===== config.mk =====
export PLATFORM = sky130hd
export DESIGN_NAME = tpls_ctrl
export DESIGN_NICKNAME = d
export VERILOG_FILES = /design/src/sv/tpls_pkg.sv /design/src/sv/tpls_ctrl.sv
export SDC_FILE = /design/constraint.sdc
export NUM_CORES = 1
export LEC_CHECK = 0
export BUFFER_PORTS_ARGS = -buffer_cell sky130_fd_sc_hd__buf_2
export CORE_MARGIN = 2
export CORE_UTILIZATION = 40
export CTS_CLUSTER_DIAMETER = 60
export CTS_CLUSTER_SIZE = 14
export DETAILED_ROUTE_END_ITERATION = 8
export PLACE_DENSITY = 0.55
export SLEW_MARGIN = 20
export SYNTH_ARGS = -nofsm -noshare
export SYNTH_HDL_FRONTEND = slang
export SYNTH_SLANG_ARGS = --single-unit

===== constraint.sdc =====
create_clock -name clk -period 6.09 [get_ports clk]
set_clock_uncertainty 0.1 [all_clocks]
set_input_delay 0.9135 -clock clk [delete_from_list [all_inputs] [get_ports clk]]
set_output_delay 0.9135 -clock clk [all_outputs]
set_load 0.1 [all_outputs]

===== src/sv/tpls_pkg.sv =====
// Shared constants, opcodes and control/status bundles of the pairwise swap search core.
package tpls_pkg;

  localparam int DEF_MAX_VISITS = 32;
  localparam int DEF_COST_WIDTH = 16;

  localparam int CFG_W      = 6;
  localparam int OP_W       = 2;
  localparam int IDX_W      = 5;
  localparam int CITY_W     = 5;
  localparam int VAL_W      = 16;
  localparam int OUT_COST_W = 21;
  localparam int MAT_AW     = 2 * CITY_W;
  localparam int MAT_DEPTH  = 1 << MAT_AW;

  localparam int IN_DATA_W  = 32;
  localparam int IN_PAD_W   = IN_DATA_W - 2 * IDX_W - VAL_W;
  localparam int OUT_DATA_W = 32;
  localparam int OUT_PAD_W  = OUT_DATA_W - CITY_W - OUT_COST_W;

  localparam logic [CFG_W-1:0] CFG_LEN_RESET = 6'd2;

  typedef enum logic [OP_W-1:0] {
    OP_COST = 2'd0,
    OP_TOUR = 2'd1,
    OP_RUN  = 2'd2,
    OP_NONE = 2'd3
  } op_t;

  // Commands from the sequencer to the datapath
  typedef struct packed {
    logic mat_we;    // load a cost entry from the input beat
    logic tour_we;   // load a tour position from the input beat
    logic rd_en;     // read the tour store at the walk position
    logic swap_en;   // read positions i and j exchanged
    logic clr;       // clear the path accumulator
    logic base_ld;   // take the accumulated cost as the current tour cost
    logic cmt_i;     // write the captured city into position i
    logic cmt_j;     // write the captured city into position j
    logic out_load;  // load the result register
    logic out_last;  // mark the loaded result as the final position
  } cmd_t;

  typedef struct packed {
    logic better;    // trial path cost strictly below current tour cost
    logic out_free;  // result register can take a new beat this cycle
  } status_t;

endpackage


===== src/sv/tpls_ctrl.sv =====
// Sequencer: input decode, swap loop indices, walk timing, commit and emit control.
module tpls_ctrl
  import tpls_pkg::*;
#(
  parameter int MAX_VISITS = DEF_MAX_VISITS
) (
  input  logic                          clk,
  input  logic                          rst_n,
  input  logic                          in_tvalid,
  output logic                          in_tready,
  input  logic [OP_W-1:0]               in_opcode,
  input  logic                          cfg_wr_en,
  input  logic [CFG_W-1:0]              cfg_wr_data,
  input  status_t                       status,
  output cmd_t                          cmd,
  output logic [$clog2(MAX_VISITS)-1:0] pos,
  output logic [$clog2(MAX_VISITS)-1:0] swap_i,
  output logic [$clog2(MAX_VISITS)-1:0] swap_j
);

  localparam int PW = $clog2(MAX_VISITS);
  localparam int LW = $clog2(MAX_VISITS + 1);
  localparam int KW = $clog2(MAX_VISITS + 3);

  typedef enum logic [6:0] {
    S_IDLE    = 7'b0000001,
    S_WALK    = 7'b0000010,
    S_CMT_I   = 7'b0000100,
    S_CMT_J   = 7'b0001000,
    S_NEXT    = 7'b0010000,
    S_EMIT_RD = 7'b0100000,
    S_EMIT_LD = 7'b1000000
  } state_t;

  state_t            state_r, state_nxt;
  logic [CFG_W-1:0]  len_r, len_nxt;
  logic [LW-1:0]     n_r, n_nxt;
  logic [KW-1:0]     kc_r, kc_nxt;
  logic [PW-1:0]     i_r, i_nxt;
  logic [PW-1:0]     j_r, j_nxt;
  logic              swap_mode_r, swap_mode_nxt;
  logic              imp_r, imp_nxt;
  logic              in_fire;
  logic [LW-1:0]     n_clamp;
  logic [KW-1:0]     n_k;

  assign in_tready = (state_r == S_IDLE);
  assign in_fire   = in_tvalid && in_tready;
  assign n_k       = KW'(n_r);
  assign swap_i    = i_r;
  assign swap_j    = j_r;

  // Clamp the configured length into the supported range
  always_comb begin
    if (len_r < CFG_W'(2)) begin
      n_clamp = LW'(2);
    end else if (32'(len_r) > MAX_VISITS) begin
      n_clamp = LW'(MAX_VISITS);
    end else begin
      n_clamp = LW'(len_r);
    end
  end

  always_comb begin
    state_nxt     = state_r;
    len_nxt       = len_r;
    n_nxt         = n_r;
    kc_nxt        = kc_r;
    i_nxt         = i_r;
    j_nxt         = j_r;
    swap_mode_nxt = swap_mode_r;
    imp_nxt       = imp_r;
    cmd           = '0;
    pos           = kc_r[PW-1:0];

    if (cfg_wr_en) begin
      len_nxt = cfg_wr_data;
    end

    unique case (state_r)
      S_IDLE: begin
        if (in_fire) begin
          unique case (op_t'(in_opcode))
            OP_COST: cmd.mat_we = 1'b1;
            OP_TOUR: cmd.tour_we = 1'b1;
            OP_RUN: begin
              n_nxt         = n_clamp;
              kc_nxt        = '0;
              swap_mode_nxt = 1'b0;
              state_nxt     = S_WALK;
            end
            OP_NONE: ;
          endcase
        end
      end
      S_WALK: begin
        cmd.swap_en = swap_mode_r;
        cmd.rd_en   = (kc_r < n_k);
        cmd.clr     = (kc_r == '0);
        // Accumulator settles once the last tour read has passed the edge cost read and accumulate stages
        if (kc_r == n_k + KW'(2)) begin
          kc_nxt = '0;
          if (!swap_mode_r) begin
            cmd.base_ld = 1'b1;
            if (n_k < KW'(4)) begin
              state_nxt = S_EMIT_RD;
            end else begin
              i_nxt         = PW'(1);
              j_nxt         = PW'(2);
              imp_nxt       = 1'b0;
              swap_mode_nxt = 1'b1;
            end
          end else if (status.better) begin
            cmd.base_ld = 1'b1;
            imp_nxt     = 1'b1;
            state_nxt   = S_CMT_I;
          end else begin
            state_nxt = S_NEXT;
          end
        end else begin
          kc_nxt = kc_r + KW'(1);
        end
      end
      S_CMT_I: begin
        cmd.cmt_i = 1'b1;
        state_nxt = S_CMT_J;
      end
      S_CMT_J: begin
        cmd.cmt_j = 1'b1;
        state_nxt = S_NEXT;
      end
      S_NEXT: begin
        kc_nxt    = '0;
        state_nxt = S_WALK;
        if (KW'(j_r) + KW'(2) < n_k) begin
          j_nxt = j_r + PW'(1);
        end else if (KW'(i_r) + KW'(3) < n_k) begin
          i_nxt = i_r + PW'(1);
          j_nxt = i_r + PW'(2);
        end else if (imp_r) begin
          imp_nxt = 1'b0;
          i_nxt   = PW'(1);
          j_nxt   = PW'(2);
        end else begin
          state_nxt = S_EMIT_RD;
        end
      end
      S_EMIT_RD: begin
        cmd.rd_en = 1'b1;
        state_nxt = S_EMIT_LD;
      end
      S_EMIT_LD: begin
        if (status.out_free) begin
          cmd.out_load = 1'b1;
          cmd.out_last = (kc_r + KW'(1) == n_k);
          if (kc_r + KW'(1) == n_k) begin
            kc_nxt    = '0;
            state_nxt = S_IDLE;
          end else begin
            kc_nxt    = kc_r + KW'(1);
            state_nxt = S_EMIT_RD;
          end
        end
      end
      default: state_nxt = S_IDLE;
    endcase
  end

  always_ff @(posedge clk) begin
    if (!rst_n) begin
      state_r     <= S_IDLE;
      len_r       <= CFG_LEN_RESET;
      n_r         <= LW'(2);
      kc_r        <= '0;
      i_r         <= PW'(1);
      j_r         <= PW'(2);
      swap_mode_r <= 1'b0;
      imp_r       <= 1'b0;
    end else begin
      state_r     <= state_nxt;
      len_r       <= len_nxt;
      n_r         <= n_nxt;
      kc_r        <= kc_nxt;
      i_r         <= i_nxt;
      j_r         <= j_nxt;
      swap_mode_r <= swap_mode_nxt;
      imp_r       <= imp_nxt;
    end
  end

`ifndef SYNTH
  a_swap_window: assert property (@(posedge clk) disable iff (!rst_n)
    (state_r == S_WALK && swap_mode_r) |->
      (i_r >= PW'(1) && i_r < j_r && KW'(j_r) + KW'(1) < n_k))
    else $error("swap indices out of window");

  a_commit_order: assert property (@(posedge clk) disable iff (!rst_n)
    (state_r == S_CMT_J) |-> ($past(state_r) == S_CMT_I))
    else $error("second commit write without first");

  a_commit_cause: assert property (@(posedge clk) disable iff (!rst_n)
    (state_r == S_CMT_I) |->
      $past(state_r == S_WALK && swap_mode_r && status.better))
    else $error("commit without an improving trial");

  a_len_range: assert property (@(posedge clk) disable iff (!rst_n)
    (state_r != S_IDLE) |-> (n_k >= KW'(2) && n_k <= KW'(MAX_VISITS)))
    else $error("active tour length out of range");
`endif

endmodule


# Yosys cells after proc, flatten, opt, wreduce, memory -nomap -nowiden
# Index checks and enable logic that the tools add are counted.
# Widths: inputs -> output; s select.
classes:
  n_addsub: 7
  magnitude_cmp: 6
  eq_ne: 24
  mux: 60
  n_reduce_logical: 13
op_table:
  columns: ["op", "count"]
  rows:
  - ["$mux 6", 11]
  - ["$mux 5", 13]
  - ["$pmux 7 s7", 1]
  - ["$mux 7", 6]
  - ["$pmux 6 s4", 1]
  - ["$pmux 5 s2", 2]
  - ["$lt 6x6->1", 3]
  - ["$mux 1", 18]
  - ["$add 5x2->6 const B", 2]
  - ["$eq 6x6->1", 2]
  - ["$ne 2x2->1 const B", 6]
  - ["$ne 3x3->1 const B", 4]
  - ["$reduce_and 6->1", 2]
  - ["$add 5x1->5 const B", 2]
  - ["$reduce_and 5->1", 2]
  - ["$mux 2", 4]
  - ["$reduce_and 4->1", 2]
  - ["$eq 7x1->1 const B", 1]
  - ["$eq 7x2->1 const B", 1]
  - ["$eq 7x3->1 const B", 1]
  - ["$eq 7x4->1 const B", 1]
  - ["$eq 7x5->1 const B", 1]
  - ["$eq 7x6->1 const B", 1]
  - ["$eq 7x7->1 const B", 1]
  - ["18 further kinds", 22]
totals:
  register_bits: 37
  in_bits: 14
  out_inout_bits: 26
  word_cells: 118

# Longest topological paths before layout
depth:
  word_depth: 5
  mapped_depth: 12
  ltp_nobuf: 11

# Worst setup path after synthesis
# No wires, ideal clock.
synth_path:
  path_type: "in2out"
  startpoint: "in in_opcode[0]"
  endpoint: "out cmd[9] in the netlist's numbering"
  arrival_time_ns: 4.064
  required_ns: 5.076
  slack_ns: 1.012
  cell_stages: 1
  path_buffers: 0
  cell_sequence: "nor4b_1"
synth_between:
  elab_chain_len: 4
synth_rtl:
  columns: ["item", "line_no", "rtl"]
  rows:
  - ["from (decl)", "tpls_ctrl.sv:11", "input logic [OP_W-1:0] in_opcode,"]
  - ["$logic_not 2->1", "tpls_ctrl.sv:83", "unique case (op_t'(in_opcode))"]
  - ["$mux 1", "tpls_ctrl.sv:83", null]
  - ["$mux 2", "tpls_ctrl.sv:82", "if (in_fire) begin"]
  - ["$mux 2", "tpls_ctrl.sv:80", "unique case (state_r)"]
  - ["to (decl)", "tpls_ctrl.sv:15", "output cmd_t cmd,"]
# Every way passes these cells.

==> reports/qor.csv <==
metric;value;unit
Initial Util;41.60;%
GRT Residual Overflow;0;
most frequent cell after synthesis;dfxtp_1;
CP Class;flop to output pin;
Final Total Pwr;0.0007691;W
Final Hold Vio Count;0;
setup violators final;0;
Setup Buffers After CTS;0;
std cell rows;30;
fraction of registers with async set or reset after synthesis;0;%
Yosys reg bits;37;
Sink Count;37;
H-tree levels;2;
routed len/inst;15.42;um
Leakage;1.377;nW
TritonCTS clock tree;done;
CTS resizes;0;
status;completed;
GPL Wtd Cong;0.7881;
CTS hold repair buffers;0;
Nets;409;
P per Cell Area;239.8;nW/um^2
Critical Path Start Type;flop;
post-layout util;46.68;%
CP Max Fanout;7;
crit share post-route;60.64;%
Vias;2533;
Chip Width;88.53;um
overall routed net length;7202;um
routed vias/inst;5.424;
Synth area leaders;dfxtp_1, ha_1, nand3_1;
initial detailed-routing violation count;137;
initial antenna violation count;0;
Cells after Synth;343;
register area share after synthesis;25.92;%
Pre-Repair DR Iteration Count;4;
Yosys top cell area share;25.92;%
clk slew on worst S/H paths;0.08;ns
diodes inserted;0;
post-synthesis cell area;2858;um^2
DIE AREA;7837;um^2
Setup crit end kind;output pin;
CP Data Arrival Time;2.68;ns
DIE HEIGHT;88.53;um
warnings from Yosys;0;
hpwl dp;5349;um
vias in the first global route;2433;
first-pass GRT wire length;12010;um
Worst-Margin Slew;0.8224;ns
Peak supply drop;275.1;uV
Slew HR;45.12;%
RSZ-0062 raised after global routing;false;
Ports;40;
EDFF count, synth;0;
TNS Setup;0;ns
critical path required time;5.08;ns
Post-Syn Area per Cell;8.332;um^2
top cells by count, synth;dfxtp_1, nor2_1, ha_1;
Area Growth Syn to Fin;12.22;%
Core Box Area;6869;um^2
Max-cap violations;0;
Tot GR Track Use;19.59;%
CTS root buffer;clkbuf_8;
post-synthesis cell type count;58;
largest net degree at the start of global routing;23;
CTS Buf Count;5;
antenna viol nets, final;0;
Slew Limit Fails;0;
share of layout cells above drive strength 1;16.44;%
Hold WC Path Type;flop to flop;
Final Critical Period;3.693;ns
ys flop type;dfxtp_1;
# DRC;0;
net count after synthesis;382;
area leader, netlist;dfxtp_1;
CTS max path bufs;2;
IO Port Bufs;39;
fmax;270.8;MHz
Clock Latency Late Sink;0.30;ns
-- sequential cells by signal, summed over array words and instances, names as in the netlist --
| register | flops |
|---|---|
| swap_j | 5 |
| kc_r | 6 |
| n_k | 6 |
| imp_r | 1 |
| swap_i | 5 |
| swap_mode_r | 1 |
| state_r | 7 |
| len_r | 6 |
-- layout by cell type, fill, tap and decap left out, types with 6 or more instances in the layout --
cell type,count
o31ai_1,6
nand3_1,21
ha_1,25
a21oi_1,11
nand2_1,17
o21a_1,7
a31oi_1,7
nor2_1,28
o21ai_0,10
xnor2_1,10
nor3_1,10
a21o_1,6
xor2_1,10
inv_1,21
mux2i_1,10
dfxtp_1,37
nand2b_1,8
buf_2,39
-- per-stage QoR --
step	area, um^2	instances	hold slack, ns	worst slack, ns
CTS	3207	467	0.4121	2.364
finish	3207	467	0.4031	2.397
floorplan	2858	343	0.3518	1.012
global placement	3073	459	0.3804	2.761
detailed placement	3073	459	0.3889	2.709
global route	3207	467	0.4721	2.241
-- logic make-up (layout without fill, tap and decap cells) --
| kind of cell | after synthesis | count (layout) | share of synthesized area [%] |
|---|---|---|---|
| compound gates | 84 | 84 | 22.29 |
| xor+xnor | 20 | 20 | 6.129 |
| simple gates | 127 | 127 | 24.96 |
| fa+ha+maj | 25 | 25 | 10.95 |
| mux | 10 | 10 | 3.503 |
| buf+inv | 40 | 68 | 6.261 |
| flops | 37 | 37 | 25.92 |
-- metal layers --
layer / vias to the layer above / track usage [%] / wire (um)
met3: 8 / 2.892 / 260
met5: - / 0 / 0
met1: 1157 / 27.95 / 3674
met2: 61 / 30.96 / 3194
met4: 0 / 5.234 / 72
li1: 1307 / - / -
-- critical path: stages, from the launching register on --
cell and delay [ns]:
dfxtp_1 0.47, inv_1 0.07, ha_1 0.31, xor2_1 0.15
or3_1 0.37, nor3_2 0.40, and2_1 0.19, buf_2 0.42
-- cell type report --
class                      instances  area [um^2]
tap                               96        120.1
sequential                        37        740.7
clock inverter                     3        65.06
fill                             700         3662
clock buffer                       5        68.82
timing repair buffer              39        195.2
multi-input combinational        266         1938
inverter                          21        78.83
-- power by group --
part | switching [W] | internal (W) | total (W)
combinational | 0.000173 | 0.0000674 | 0.000240
clock | 0.0000966 | 0.000163 | 0.000259
sequential | 0.0000166 | 0.000253 | 0.000269
-- path summary, 6_finish.rpt --
kind	slack, ns	from	end	depth (start not counted)
setup / recovery	2.40	kc_r[1]	cmd[0]	7
hold / removal	0.40	len_r[0]	len_r[0]	2
setup reg to reg	2.95	swap_i[1]	swap_i[4]	11
hold reg to reg	0.40	len_r[0]	len_r[0]	2
No activity file was read; power rests on OpenSTA's default activity.
